<file path="src/hw/rtl/cwm_pkg.sv">
// ----------------------------------------------------------------------------
// cwm_pkg: shared types and constants for the cylindrical warp map
// Widths, fixed-point formats, CORDIC arctangent table and register indexes.
// ----------------------------------------------------------------------------
`default_nettype none

package cwm_pkg;

    localparam int COORD_BITS      = 12;
    localparam int ANGLE_FRAC_BITS = 16;
    localparam int WORK_FRAC       = 30;
    localparam int CORDIC_STEPS    = 30;

    // datapath widths
    localparam int FOCAL_BITS = 12;
    localparam int DIM_BITS   = 13;
    localparam int CW         = 34;          // CORDIC x, y, z (signed, Q30)
    localparam int DIV_QBITS  = 18;          // quotient bits before overflow
    localparam int DIV_NBITS  = 46;          // dividend
    localparam int DIV_DBITS  = 33;          // divisor
    localparam int DIV_LAT    = DIV_QBITS + 1;
    localparam int POS_BITS   = 20;          // signed source position

    localparam longint HALF_PI_Q30 = 64'sd1686629713;
    localparam longint CORDIC_GAIN = 64'sd652032874;
    localparam int     ANG_SHIFT   = WORK_FRAC - ANGLE_FRAC_BITS;
    localparam longint HALF_PI_Q   =
        (HALF_PI_Q30 + (64'sd1 <<< (ANG_SHIFT - 1))) >>> ANG_SHIFT;

    // configuration register indexes
    typedef enum logic [1:0] {
        CFG_FOCAL  = 2'd0,
        CFG_WIDTH  = 2'd1,
        CFG_HEIGHT = 2'd2
    } cfg_idx_t;

    // arctan(2^-i) in Q30
    function automatic logic signed [CW-1:0] atan_q30(input int i);
        logic signed [CW-1:0] v;
        begin
            case (i)
                0:  v = CW'(843314856);
                1:  v = CW'(497837829);
                2:  v = CW'(263043836);
                3:  v = CW'(133525158);
                4:  v = CW'(67021686);
                5:  v = CW'(33543515);
                6:  v = CW'(16771754);
                7:  v = CW'(8388437);
                8:  v = CW'(4194282);
                9:  v = CW'(2097149);
                10: v = CW'(1048575);
                11: v = CW'(524287);
                12: v = CW'(262143);
                13: v = CW'(131071);
                14: v = CW'(65535);
                15: v = CW'(32767);
                16: v = CW'(16383);
                17: v = CW'(8191);
                18: v = CW'(4095);
                19: v = CW'(2047);
                20: v = CW'(1023);
                21: v = CW'(511);
                22: v = CW'(255);
                23: v = CW'(127);
                24: v = CW'(63);
                25: v = CW'(31);
                26: v = CW'(15);
                27: v = CW'(7);
                28: v = CW'(3);
                29: v = CW'(1);
                default: v = '0;
            endcase
            return v;
        end
    endfunction

    // per-item side information carried down the pipeline
    typedef struct packed {
        logic                  dx_neg;
        logic                  dy_neg;
        logic [COORD_BITS-1:0] dy_mag;
        logic                  cy_neg;
        logic                  bad;
    } cwm_side_t;

endpackage

`default_nettype wire

</file>
<file path="src/hw/rtl/cwm_div.sv">
// ----------------------------------------------------------------------------
// cwm_div: pipelined restoring divider
// One quotient bit per stage; flags quotients that do not fit DIV_QBITS.
// ----------------------------------------------------------------------------
`default_nettype none

module cwm_div
    import cwm_pkg::*;
(
    input  wire logic                 clk,
    input  wire logic                 en,
    input  wire logic [DIV_NBITS-1:0] num,
    input  wire logic [DIV_DBITS-1:0] den,
    output logic      [DIV_QBITS-1:0] quo,
    output logic                      ovf
);

    localparam int WW = DIV_DBITS + DIV_QBITS;

    logic [WW-1:0]        rem_reg [0:DIV_QBITS];
    logic [DIV_DBITS-1:0] den_reg [0:DIV_QBITS];
    logic [DIV_QBITS-1:0] quo_reg [0:DIV_QBITS];
    logic                 ovf_reg [0:DIV_QBITS];

    // entry: overflow when num >= den * 2^QBITS
    always_ff @(posedge clk)
    begin
        if (en)
        begin
            rem_reg[0] <= WW'(num);
            den_reg[0] <= den;
            quo_reg[0] <= '0;
            ovf_reg[0] <= (WW'(num) >= {den, {DIV_QBITS{1'b0}}});
        end
    end

    // one trial subtraction per stage, most significant bit first
    for (genvar k = 0; k < DIV_QBITS; k++)
    begin : g_stage
        localparam int SH = DIV_QBITS - 1 - k;
        logic [WW-1:0] dsh;
        logic          take;
        logic [WW-1:0] rem_next;

        assign dsh      = WW'(den_reg[k]) << SH;
        assign take     = (rem_reg[k] >= dsh);
        assign rem_next = take ? (rem_reg[k] - dsh) : rem_reg[k];

        always_ff @(posedge clk)
        begin
            if (en)
            begin
                rem_reg[k+1] <= rem_next;
                den_reg[k+1] <= den_reg[k];
                quo_reg[k+1] <= quo_reg[k] | (take ? (DIV_QBITS'(1) << SH) : '0);
                ovf_reg[k+1] <= ovf_reg[k];
            end
        end
    end

    assign quo = quo_reg[DIV_QBITS];
    assign ovf = ovf_reg[DIV_QBITS];

endmodule

`default_nettype wire

</file>
<file path="config.mk">
export PLATFORM = sky130hd
export DESIGN_NAME = cwm_div
export DESIGN_NICKNAME = d
export VERILOG_FILES = /design/src/hw/rtl/cwm_pkg.sv /design/src/hw/rtl/cwm_div.sv
export SDC_FILE = /design/constraint.sdc
export NUM_CORES = 2
export LEC_CHECK = 0
export BUFFER_PORTS_ARGS = -buffer_cell sky130_fd_sc_hd__buf_2
export CAP_MARGIN = 30
export CORE_AREA = 2 2 482 484
export DETAILED_ROUTE_END_ITERATION = 10
export DIE_AREA = 0 0 484 486
export GPL_TIMING_DRIVEN = 0
export PLACE_DENSITY = 0.62
export SKIP_CTS_REPAIR_TIMING = 1
export SLEW_MARGIN = 5
export SYNTH_ARGS = -nofsm -noshare
export SYNTH_HDL_FRONTEND = slang
export SYNTH_SLANG_ARGS = --single-unit
</file>
<file path="constraint.sdc">
create_clock -name clk -period 3.91 [get_ports clk]
set_input_delay 0 -clock clk [delete_from_list [all_inputs] [get_ports clk]]
set_output_delay 0 -clock clk [all_outputs]
set_load 0.01 [all_outputs]
</file>
==> summary.json <==
{
  "status": {
    "outcome": "finished with violations",
    "failed_checks": "setup timing"
  },
  "routing": {
    "routed_wl_um": 253000,
    "detailroute.via_count": 66166,
    "via_per_inst": 5.43,
    "initialDrtViolationCount": 4058,
    "routedWlPerCell_um": 20.8,
    "postRouteAntennaNets": 0,
    "dr.pass1.iters": 5,
    "post-route-drc-count": 0
  },
  "sta": {
    "fin_worst_skew_ns": 0.0449,
    "tightest_slew_ns": 1.12,
    "max_freq_mhz": 238,
    "timing.final.setup_violations": 155,
    "whs_ns": 0.178,
    "setup_ws_ns": -0.286,
    "finalHoldViolCount": 0,
    "slew_viol_final": 0,
    "finalCriticalPeriod_ns": 4.20,
    "finalCritPeriodShare_pct": 107,
    "timing.max_slew.rel_slack_pct": 25.1,
    "grt_setup_unrepaired": "true"
  },
  "clock_tree": {
    "clock_insertion_delay_worst_skew_ns": 0.85,
    "cts.reportedPaths.clkPinSlew_ns": 0.06,
    "numCtsBuffers": 188,
    "cts_tree": "built",
    "cts.root.buffer_cell": "sky130_fd_sc_hd__clkbuf_16",
    "clock_tree.buffer_depth": 3,
    "clock_tree.htree_level_count": 4,
    "cts_num_sinks": 1697
  },
  "synth": {
    "synth_top_cell_area_share_pct": 54.4,
    "ys_seq_area_share_pct": 54.4,
    "postSynth.topFlopCell": "sky130_fd_sc_hd__edfxtp_1",
    "ys_ff_latch": 1697,
    "ys_async_sr_fraction_pct": 0,
    "syn_avg_cell_area_um2": 11.1,
    "yosys.cell_types.count": 93,
    "yosys-top-cells-area": "sky130_fd_sc_hd__edfxtp_1 (54%), sky130_fd_sc_hd__ha_1 (8.3%), sky130_fd_sc_hd__a21oi_1 (4.2%), sky130_fd_sc_hd__xnor2_1 (3.4%), sky130_fd_sc_hd__inv_1 (3.2%)",
    "synth.cell_area_um2": 93700,
    "post_synth_top_area_cell": "sky130_fd_sc_hd__edfxtp_1",
    "post_synth_inst_count": 8402,
    "count_of_flip_flops_with_a_built_in_enable_after_synthesis": 1697,
    "synth-warning-count": 0,
    "postSynthNetCount": 9118
  },
  "power": {
    "static-leakage-power_nw": 44.0,
    "ir_drop_mv": 0.443,
    "power_per_cell_area_nw_per_um2": 700
  },
  "floorplan": {
    "placeableCoreArea_um2": 229000,
    "die_height_um": 486,
    "start_util_pct": 40.8,
    "placement_rows": 176,
    "die_area_um2": 235000,
    "die_w_um": 484,
    "num_io_pins": 100
  },
  "min_path": {
    "holdCritStartpoint": "den[32]",
    "min_delay_path_depth": 5,
    "worst_hold_path.endpoint": "ovf_reg[0]",
    "min_path_type": "in2reg"
  },
  "job": {
    "max_cap_violations": 0
  },
  "placed_design": {
    "gpl.final_weighted_congestion": 1.07,
    "buffer_ports.inserted": 99,
    "dp_slack_ns": -2.15,
    "dp_hpwl_um": 191000,
    "placement_cell_area_um2": 98400
  },
  "grt": {
    "grt_use_total_pct": 20.4,
    "first_pass_grt_wire_length_um": 373000,
    "grt_max_degree": 183,
    "grt_pass1_vias": 67687,
    "globalRouteOverflowTotal": 0,
    "antenna_found_initial": 2
  },
  "layout": {
    "final_nets": 9710,
    "largest_register_ffs": 913,
    "n_fill_cell": 20201,
    "flow.area_growth_from_synthesis_pct": 18.0,
    "layout.cell_area.non_filler_um2": 111000,
    "utilization_pct": 48.2,
    "drive_above_1_share_pct": 12.5
  },
  "worst_setup_path": {
    "critPathCaptureType": "register",
    "path_max_fanout": 5,
    "worst_r2r_endpoint": "rem_reg[5][48]",
    "reg_to_reg_slack_setup_ns": -0.29,
    "critPathKind": "reg2reg",
    "rr_worst_depth": 17,
    "worst_setup_path_start_kind": "register",
    "cp.arrival_ns": 4.77,
    "timing.rr.start": "rem_reg[4][13]",
    "critical_path_required_ns": 4.48
  }
}
==> cells by family (layout without fill, tap and decap cells) <==
kind of cell | count (synthesis) | after routing | synth area share (%)
multiplexers | 137 | 137 | 1.64
XOR/XNOR | 637 | 637 | 5.96
AND/OR/NAND/NOR | 2108 | 2108 | 11.0
buffers and inverters | 1030 | 1780 | 4.16
AO/OA/AOI/OAI | 2158 | 2159 | 14.3
adder cells (fa/ha/maj) | 635 | 635 | 8.62
flip-flops | 1697 | 1697 | 54.4
other | 0 | 1 | 0
==> placed cells by master, fill, tap and decap left out, drive strengths merged, types with 129 or more instances in the layout <==
master	instances
a21o	366
a21oi	781
buf	304
clkbuf	375
dlygate4sd3	159
edfxtp	1697
ha	618
inv	816
mux2	129
nand2	528
nand3	145
nand4	146
nor2	606
nor3	136
o21ai	459
xnor2	369
xor2	268
==> where the power goes <==
part / switching [mW] / internal, mW / leakage [nW]
combinational: 18.5 / 13.3 / 24.5
sequential: 2.49 / 25.5 / 16.4
clock: 7.49 / 10.1 / 2.99
==> worst max-delay path, stage by stage (launching register included) <==
cell	delay, ns
sky130_fd_sc_hd__edfxtp_1	0.51
sky130_fd_sc_hd__inv_2	0.08
sky130_fd_sc_hd__ha_4	0.17
sky130_fd_sc_hd__fa_2	0.39
sky130_fd_sc_hd__nor2b_4	0.16
sky130_fd_sc_hd__o2111ai_4	0.19
sky130_fd_sc_hd__a21oi_4	0.22
sky130_fd_sc_hd__o2111ai_4	0.15
sky130_fd_sc_hd__a31oi_4	0.23
sky130_fd_sc_hd__buf_12	0.15
sky130_fd_sc_hd__o311a_4	0.19
sky130_fd_sc_hd__o211ai_1	0.10
sky130_fd_sc_hd__buf_4	0.19
sky130_fd_sc_hd__o41ai_4	0.44
sky130_fd_sc_hd__buf_6	0.23
sky130_fd_sc_hd__clkbuf_16	0.19
sky130_fd_sc_hd__o2111ai_4	0.14
sky130_fd_sc_hd__xnor2_1	0.17
==> layout make-up <==
type	instances	area, um^2	share of cell area (%)
clock inverters	136	1340	1.21
repair buffers	413	3810	3.45
plain buffers	213	1400	1.27
inverters	805	3030	2.74
diodes	1	2.50	0.00226
well taps	3026	3790	3.43
multi-input cells	5676	41400	37.4
flip-flops and latches	1697	51000	46.1
clock buffers	213	4840	4.38
==> through the flow <==
step                      power (mW)  std cells  setup TNS [ns]
after floorplan                 48.8       8402               0
after global placement          57.3      11527               -
after detailed placement        56.9      11549         -775.76
after CTS                       74.8      11898         -790.67
after global routing            81.9      12180          -35.73
final                           77.4      12180          -21.60
==> worst max path at each step <==
stage | from | endpoint | slack [ns] | cells past startpoint
finish | rem_reg[4][13] | rem_reg[5][48] | -0.29 | 17
global route | rem_reg[4][13] | rem_reg[5][48] | -0.38 | 17
CTS | rem_reg[4][13] | rem_reg[5][48] | -2.17 | 15
detailed placement | rem_reg[4][13] | rem_reg[5][48] | -2.15 | 15
global placement | en | den_reg[17][3] | -23.59 | 1
floorplan | rem_reg[10][7] | rem_reg[11][38] | 0.01 | 14
==> synthesized netlist by cell type (145+ instances only) <==
master	number
sky130_fd_sc_hd__edfxtp_1	1697
sky130_fd_sc_hd__inv_1	801
sky130_fd_sc_hd__a21oi_1	780
sky130_fd_sc_hd__ha_1	618
sky130_fd_sc_hd__nor2_1	606
sky130_fd_sc_hd__nand2_1	528
sky130_fd_sc_hd__o21ai_0	429
sky130_fd_sc_hd__xnor2_1	369
sky130_fd_sc_hd__a21o_1	366
sky130_fd_sc_hd__xor2_1	268
sky130_fd_sc_hd__clkbuf_1	192
sky130_fd_sc_hd__nand4_1	146
sky130_fd_sc_hd__nand3_1	145
==> per-layer routing <==
metal / wire length [um] / vias to the layer above / GRT usage, % / share of wire, %
li1: - / 32078 / - / -
met1: 81200 / 31354 / 17.4 / 32
met2: 140000 / 1804 / 41.4 / 55
met3: 7690 / 928 / 2.68 / 3.0
met4: 24600 / 2 / 16.6 / 9.7
met5: 8 / - / 0 / 0.0032
No activity file was read; power rests on OpenSTA's default activity.
